## src/hw/rtl/casd_pkg.sv

```systemverilog
// ----------------------------------------------------------------------------
// casd_pkg: shared types and constants of the amplitude switch detector
// Holds the sample width, the register map and the running-extremes record
// that the tracker hands to the top level.
// ----------------------------------------------------------------------------
package casd_pkg;

    // Width of one converter reading and of the reported amplitude.
    localparam int SAMPLE_BITS = 10;

    // Configuration register widths.
    localparam int WLEN_W = 7;
    localparam int THR_W  = 10;
    localparam int TRIM_W = 1;

    // Configuration port widths.
    localparam int CFG_INDEX_W = 2;
    localparam int CFG_DATA_W  = 10;

    // Register indexes on the configuration port.
    localparam logic [CFG_INDEX_W-1:0] REG_WINDOW_LENGTH = 2'd0;
    localparam logic [CFG_INDEX_W-1:0] REG_TRIM_MODE     = 2'd1;
    localparam logic [CFG_INDEX_W-1:0] REG_ON_THRESHOLD  = 2'd2;

    // Reset values of the configuration registers.
    localparam logic [WLEN_W-1:0] WINDOW_LENGTH_RST = 7'd32;
    localparam logic [TRIM_W-1:0] TRIM_MODE_RST     = 1'b0;
    localparam logic [THR_W-1:0]  ON_THRESHOLD_RST  = 10'd15;

    // Shortest window the block will run.
    localparam int MIN_WINDOW = 2;

    // Stream data widths, padded to whole bytes.
    localparam int S_TDATA_W = 16;
    localparam int M_TDATA_W = 16;

    typedef logic [SAMPLE_BITS-1:0] sample_t;

    // Largest and smallest distinct values with their runners-up.
    typedef struct packed {
        sample_t largest;
        sample_t second_largest;
        logic    second_largest_valid;
        sample_t smallest;
        sample_t second_smallest;
        logic    second_smallest_valid;
    } extremes_t;

endpackage

```

## src/hw/rtl/casd_extremes.sv

```systemverilog
// ----------------------------------------------------------------------------
// casd_extremes: running extremes tracker
// Keeps the two largest and two smallest distinct samples of the current
// window and presents the record as it stands after the offered sample.
// ----------------------------------------------------------------------------
module casd_extremes
    import casd_pkg::*;
(
    input  logic      clk,
    input  logic      rst_n,
    input  logic      take,
    input  logic      first,
    input  sample_t   sample,
    output extremes_t ext_next
);

    extremes_t ext_reg;

    // Fold the offered sample into the record; the first sample restarts it.
    always_comb
    begin
        ext_next = ext_reg;
        if (first)
        begin
            ext_next.largest               = sample;
            ext_next.smallest              = sample;
            ext_next.second_largest        = '0;
            ext_next.second_smallest       = '0;
            ext_next.second_largest_valid  = 1'b0;
            ext_next.second_smallest_valid = 1'b0;
        end
        else
        begin
            if (sample > ext_reg.largest)
            begin
                ext_next.second_largest       = ext_reg.largest;
                ext_next.second_largest_valid = 1'b1;
                ext_next.largest              = sample;
            end
            else if (sample < ext_reg.largest &&
                     (!ext_reg.second_largest_valid || sample > ext_reg.second_largest))
            begin
                ext_next.second_largest       = sample;
                ext_next.second_largest_valid = 1'b1;
            end

            if (sample < ext_reg.smallest)
            begin
                ext_next.second_smallest       = ext_reg.smallest;
                ext_next.second_smallest_valid = 1'b1;
                ext_next.smallest              = sample;
            end
            else if (sample > ext_reg.smallest &&
                     (!ext_reg.second_smallest_valid || sample < ext_reg.second_smallest))
            begin
                ext_next.second_smallest       = sample;
                ext_next.second_smallest_valid = 1'b1;
            end
        end
    end

    // Record register, updated once per processed beat.
    always_ff @(posedge clk or negedge rst_n)
    begin
        if (!rst_n)
        begin
            ext_reg <= '0;
        end
        else if (take)
        begin
            ext_reg <= ext_next;
        end
    end

endmodule

```

## src/hw/rtl/current_amplitude_switch_detector_unit.sv

```systemverilog
// ----------------------------------------------------------------------------
// current_amplitude_switch_detector_unit: peak-to-peak load switch detector
// Gathers windows of current sensor samples, reports the spread of each
// window and decides whether the load is on.
//
//  Channel  | Direction | Handshake         | Payload
//  ---------+-----------+-------------------+--------------------------------
//  s_axis   | in        | tvalid / tready   | tdata: sample
//  m_axis   | out       | tvalid / tready   | tdata: amplitude, load_on, changed
//  cfg      | in        | cfg_valid / ready | cfg_index, cfg_data
//
// One sample beat is taken per cycle unless a window-ending sample is held by
// a result beat that is not taken. Each beat sits in the input register, where
// the extremes update, window count and amplitude compare are done, and the
// window's result then sits in the output register. Reset clears the window count,
// the switch state and both valid flags. A result beat that is not taken
// stalls only a window-ending sample; other samples keep flowing.
// ----------------------------------------------------------------------------
module current_amplitude_switch_detector_unit
    import casd_pkg::*;
#(
    parameter int MAX_WINDOW = 64
)
(
    input  logic                   clk,
    input  logic                   rst_n,
    // Sample stream. tdata: [9:0] sample, rest zero.
    input  logic                   s_axis_tvalid,
    output logic                   s_axis_tready,
    input  logic [S_TDATA_W-1:0]   s_axis_tdata,
    // Result stream. tdata: [9:0] amplitude, [10] load_on, [11] changed, rest zero.
    output logic                   m_axis_tvalid,
    input  logic                   m_axis_tready,
    output logic [M_TDATA_W-1:0]   m_axis_tdata,
    // Configuration writes.
    input  logic                   cfg_valid,
    output logic                   cfg_ready,
    input  logic [CFG_INDEX_W-1:0] cfg_index,
    input  logic [CFG_DATA_W-1:0]  cfg_data
);

    localparam int CNT_W = $clog2(MAX_WINDOW + 1);
    localparam int LEN_W = (CNT_W > WLEN_W) ? CNT_W : WLEN_W;

    // Configuration registers.
    logic [WLEN_W-1:0] window_length_reg;
    logic [TRIM_W-1:0] trim_mode_reg;
    logic [THR_W-1:0]  on_threshold_reg;

    // Input register.
    logic              in_valid_reg;
    sample_t           in_sample_reg;

    // Window state.
    logic [CNT_W-1:0]  count_reg;
    logic [CNT_W-1:0]  count_next;
    logic              switch_state_reg;

    // Output register.
    logic              out_valid_reg;
    sample_t           out_amplitude_reg;
    logic              out_load_on_reg;
    logic              out_changed_reg;

    logic              out_free;
    logic              advance;
    logic              first;
    logic              window_end;
    logic [LEN_W-1:0]  wlen_ext;
    logic [LEN_W-1:0]  eff_len;
    logic [LEN_W-1:0]  count_inc;
    extremes_t         ext_next;
    sample_t           amplitude;
    logic              load_on;

    // Configuration port takes a write every cycle.
    assign cfg_ready = 1'b1;

    always_ff @(posedge clk or negedge rst_n)
    begin
        if (!rst_n)
        begin
            window_length_reg <= WINDOW_LENGTH_RST;
            trim_mode_reg     <= TRIM_MODE_RST;
            on_threshold_reg  <= ON_THRESHOLD_RST;
        end
        else if (cfg_valid)
        begin
            unique case (cfg_index)
                REG_WINDOW_LENGTH: window_length_reg <= cfg_data[WLEN_W-1:0];
                REG_TRIM_MODE:     trim_mode_reg     <= cfg_data[TRIM_W-1:0];
                REG_ON_THRESHOLD:  on_threshold_reg  <= cfg_data[THR_W-1:0];
                default:           ;
            endcase
        end
    end

    // Window length clamped to the supported range.
    assign wlen_ext = LEN_W'(window_length_reg);

    always_comb
    begin
        if (wlen_ext < LEN_W'(MIN_WINDOW))
        begin
            eff_len = LEN_W'(MIN_WINDOW);
        end
        else if (wlen_ext > LEN_W'(MAX_WINDOW))
        begin
            eff_len = LEN_W'(MAX_WINDOW);
        end
        else
        begin
            eff_len = wlen_ext;
        end
    end

    // Window count and end detection for the beat in the input register.
    assign first      = (count_reg == '0);
    assign count_inc  = LEN_W'(count_reg) + LEN_W'(1);
    assign window_end = (count_inc >= eff_len);
    assign count_next = window_end ? '0 : count_inc[CNT_W-1:0];

    // Flow control: only a window-ending beat needs room at the output.
    assign out_free      = !out_valid_reg || m_axis_tready;
    assign advance       = in_valid_reg && (!window_end || out_free);
    assign s_axis_tready = !in_valid_reg || advance;

    always_ff @(posedge clk or negedge rst_n)
    begin
        if (!rst_n)
        begin
            in_valid_reg <= 1'b0;
        end
        else if (s_axis_tready)
        begin
            in_valid_reg <= s_axis_tvalid;
        end
    end

    always_ff @(posedge clk)
    begin
        if (s_axis_tready && s_axis_tvalid)
        begin
            in_sample_reg <= s_axis_tdata[SAMPLE_BITS-1:0];
        end
    end

    // Running extremes of the window.
    casd_extremes u_extremes
    (
        .clk      (clk),
        .rst_n    (rst_n),
        .take     (advance),
        .first    (first),
        .sample   (in_sample_reg),
        .ext_next (ext_next)
    );

    // Amplitude of the window as it stands after this beat.
    always_comb
    begin
        amplitude = '0;
        if (trim_mode_reg[0])
        begin
            if (ext_next.second_largest_valid && ext_next.second_smallest_valid &&
                ext_next.second_largest >= ext_next.second_smallest)
            begin
                amplitude = ext_next.second_largest - ext_next.second_smallest;
            end
        end
        else if (ext_next.largest > ext_next.smallest)
        begin
            amplitude = ext_next.largest - ext_next.smallest;
        end
    end

    assign load_on = (THR_W'(amplitude) > on_threshold_reg);

    // Window count and switch state.
    always_ff @(posedge clk or negedge rst_n)
    begin
        if (!rst_n)
        begin
            count_reg        <= '0;
            switch_state_reg <= 1'b0;
        end
        else if (advance)
        begin
            count_reg <= count_next;
            if (window_end)
            begin
                switch_state_reg <= load_on;
            end
        end
    end

    // Result register.
    always_ff @(posedge clk or negedge rst_n)
    begin
        if (!rst_n)
        begin
            out_valid_reg <= 1'b0;
        end
        else if (advance && window_end)
        begin
            out_valid_reg <= 1'b1;
        end
        else if (m_axis_tready)
        begin
            out_valid_reg <= 1'b0;
        end
    end

    always_ff @(posedge clk)
    begin
        if (advance && window_end)
        begin
            out_amplitude_reg <= amplitude;
            out_load_on_reg   <= load_on;
            out_changed_reg   <= (load_on != switch_state_reg);
        end
    end

    assign m_axis_tvalid = out_valid_reg;
    assign m_axis_tdata  = M_TDATA_W'({out_changed_reg, out_load_on_reg, out_amplitude_reg});

endmodule
```

## config.mk

```make
export PLATFORM = sky130hd
export DESIGN_NAME = current_amplitude_switch_detector_unit
export DESIGN_NICKNAME = d
export VERILOG_FILES = /design/src/hw/rtl/casd_pkg.sv /design/src/hw/rtl/casd_extremes.sv /design/src/hw/rtl/current_amplitude_switch_detector_unit.sv
export SDC_FILE = /design/constraint.sdc
export NUM_CORES = 1
export LEC_CHECK = 0
export ABC_AREA = 1
export BUFFER_PORTS_ARGS = -buffer_cell sky130_fd_sc_hd__buf_2
export CORE_AREA = 2 2 144 132
export DETAILED_ROUTE_END_ITERATION = 12
export DIE_AREA = 0 0 146 134
export GPL_TIMING_DRIVEN = 0
export SYNTH_ARGS = -nofsm -noshare
export SYNTH_HDL_FRONTEND = slang
export SYNTH_SLANG_ARGS = --single-unit
```

## constraint.sdc

```tcl
create_clock -name clk -period 4.62 [get_ports clk]
set_input_delay 0.693 -clock clk [delete_from_list [all_inputs] [get_ports clk]]
set_output_delay 0.693 -clock clk [all_outputs]
set_load 0.01 [all_outputs]
```

==> run summary <==
Post-DRT Antenna Nets = 0
final hold slack = 0.232 ns
Cells after Synth = 948
Post-CTS Hold Buffers = 0
CP Launch Type = flop
Final Hold Viols = 0
wire per inst = 15.7 um
CP required = 4.73 ns
Max Buffers Root-to-Sink = 2
final setup vio count = 3
Avg Cell Area, Syn = 7.53 um2
Worst Hold Class = input pin to async pin
Synth top cells by count = 250 x nand2_1, 149 x inv_1, 80 x nand3_1
first-pass GRT wire length = 31.8 mm
Worst-Skew Late Latency = 0.36 ns
area leader, netlist = dfrtp_1
area delta synth->final = 29.4%
CP max-delay cell = edfxtp_1
die height = 134 um
total die area = 19600 um2
Antenna Cells = 0
crit path DAT = 4.87 ns
root buffer cell = clkbuf_16
nets = 1172
FP Rows = 47
Crit. End Element = flop
Fin Setup TNS = -0.350 ns
Crit Path Class = flop to flop
Distinct cells, synth = 43
crit path time final = 4.76 ns
GP Congestion = 0.882
vias in the first global route = 6381
post-DP HPWL = 14.7 mm
placed insts = 1237
CTS Buf Count = 9
failing checks = setup timing
CTS tree = done
ranking of synthesized cells by area = dfrtp_1 23%, ha_1 14%, nand2_1 13%
peak per-stage delay on the critical path = 0.48 ns
CTS Sinks = 92
pins over their slew limit = 0
worst path cell trace = buf_6, ha_4, nand2_4, nor2_4, buf_6, nand4_1, nand2_8, nand2_8, clkbuf_16, o21ai_4, ha_4, inv_4, fa_2, a21oi_4, o31ai_2, xor2_1, o21ai_2, ha_1, nand4_1, nor4_4, buf_4, inv_2, o21ai_4, xnor2_1
pin count of the biggest net entering global routing = 50
layout cells sized above 1 = 0.268
Tcrit/Tclk final = 1.03
RSZ-0062 raised after global routing = yes
Initial Util = 0.394
I/O Pins = 52
GRT Total Usage = 0.207
number of remaining DRC errors = 0
max reg flops = 42
FFs w/ async S/R, synth = 0.761
Synth Cell Area = 7140 um2
Vias/cell = 5.07
number of synthesized register bits = 92
status = complete, but fails checks
number of flops mapped to enable cells by yosys = 22
drt first pass iters = 5
DR iter-0 viols = 479
clock skew = 0.0156 ns
Die X = 146 um
Syn. warnings = 0
clock-pin slew of the registers on the worst-case setup and hold paths = 0.07 ns
main flop type after synthesis = dfrtp_1
Via Count = 6638
Seq/Total Area, Yosys = 0.339
final cell count without fillers = 1309
Core Box Area = 18100 um2
Remaining Overflow, GRT = 0
total wire length = 20.6 mm
fin worst setup slack = -0.140 ns
initial antenna violation count = 0
Fmax = 210 MHz
final instance area = 9230 um2
top cell type's share of synthesized area = 0.228
number of max-cap violations = 0
H-tree depth = 3
I/O Buffers = 40
Crit path max-delay family = adder cells
area post-placement = 7680 um2
most numerous cell in the Yosys netlist = nand2_1
CP Buf/Inv Count = 6
worst-path maximum fanout = 6
==> routing by layer <==
layer	up-vias	routed length, um	GRT usage
li1	3317	-	-
met1	3090	9550	0.275
met2	185	9530	0.336
met3	46	886	0.0388
met4	0	596	0.0804
met5	-	0	0
==> through the flow <==
| stage | worst slack [ns] | util |
|---|---|---|
| 4_1_cts | 0.00105 | 0.472 |
| 6_report | -0.140 | 0.510 |
| 3_5_place_dp | -0.615 | 0.424 |
| 3_3_place_gp | -0.597 | 0.423 |
| 5_1_grt | -0.296 | 0.510 |
| 2_1_floorplan | 0.374 | - |
==> cells by family (layout without fill, tap and decap cells) <==
group | Yosys count | in the layout | synth area share
compound gates | 151 | 151 | 0.122
other cells | 2 | 5 | 0.00105
simple gates | 423 | 424 | 0.265
buf+inv | 182 | 294 | 0.108
fa+ha+maj | 80 | 80 | 0.142
flops | 92 | 92 | 0.339
xor+xnor | 18 | 18 | 0.0221
==> layout make-up <==
cell class	instances	area (um2)
Timing Repair Buffer	96	718
Fill cell	1758	8880
Tap cell	245	307
Clock buffer	9	225
Inverter	151	571
Multi-Input combinational cell	678	4630
Clock inverter	7	120
Sequential cell	92	2420
Buffer	31	240
==> cell usage in the layout, fill, tap and decap left out, drive strengths merged <==
cell	netlist	final
bufinv	0	3
conb	2	5
nand3b	10	10
clkbuf	8	20
xnor2	3	3
dfrtp	65	65
o31ai	1	1
o21a	3	3
a21oi	32	32
and2	1	1
a21o	2	2
nor4	2	2
buf	23	116
inv	150	152
nand2	264	264
ha	78	78
xor2	15	15
nor3	6	6
a211oi	1	1
clkinv	1	2
a31oi	9	9
fa	2	2
clkinvlp	0	1
nand3	81	81
or2	1	1
edfxtp	22	22
dfstp	5	5
o21bai	4	4
o211ai	1	1
o21ai	98	98
nor2	41	42
nand4	17	17
==> repair_timing <==
action	4_1_cts	5_1_grt
gates resized for setup	70	103
pin swaps	28	49
endpoints found under the setup margin	3	3
setup buffers	36	17
gates cloned	1	3
==> worst paths after layout <==
kind | start | to | slack (ns) | cells after the start
max | in_sample_reg[8]$_DFFE_PP_ | out_changed_reg$_DFFE_PP_ | -0.14 | 24
min | rst_n | u_extremes.ext_reg[5]$_DFFE_PN0P_ | 0.23 | 1
max reg2reg | in_sample_reg[8]$_DFFE_PP_ | out_changed_reg$_DFFE_PP_ | -0.14 | 24
min reg2reg | u_extremes.ext_reg[3]$_DFFE_PN0P_ | u_extremes.ext_reg[3]$_DFFE_PN0P_ | 0.48 | 2
max in group asynchronous | rst_n | window_length_reg[5]$_DFFE_PN1P_ | 3.76 | 2
min in group clk | u_extremes.ext_reg[3]$_DFFE_PN0P_ | u_extremes.ext_reg[3]$_DFFE_PN0P_ | 0.48 | 2
Power is not shown: default switching activity piles up to over one toggle a cycle in this logic, so the estimate is an artifact.
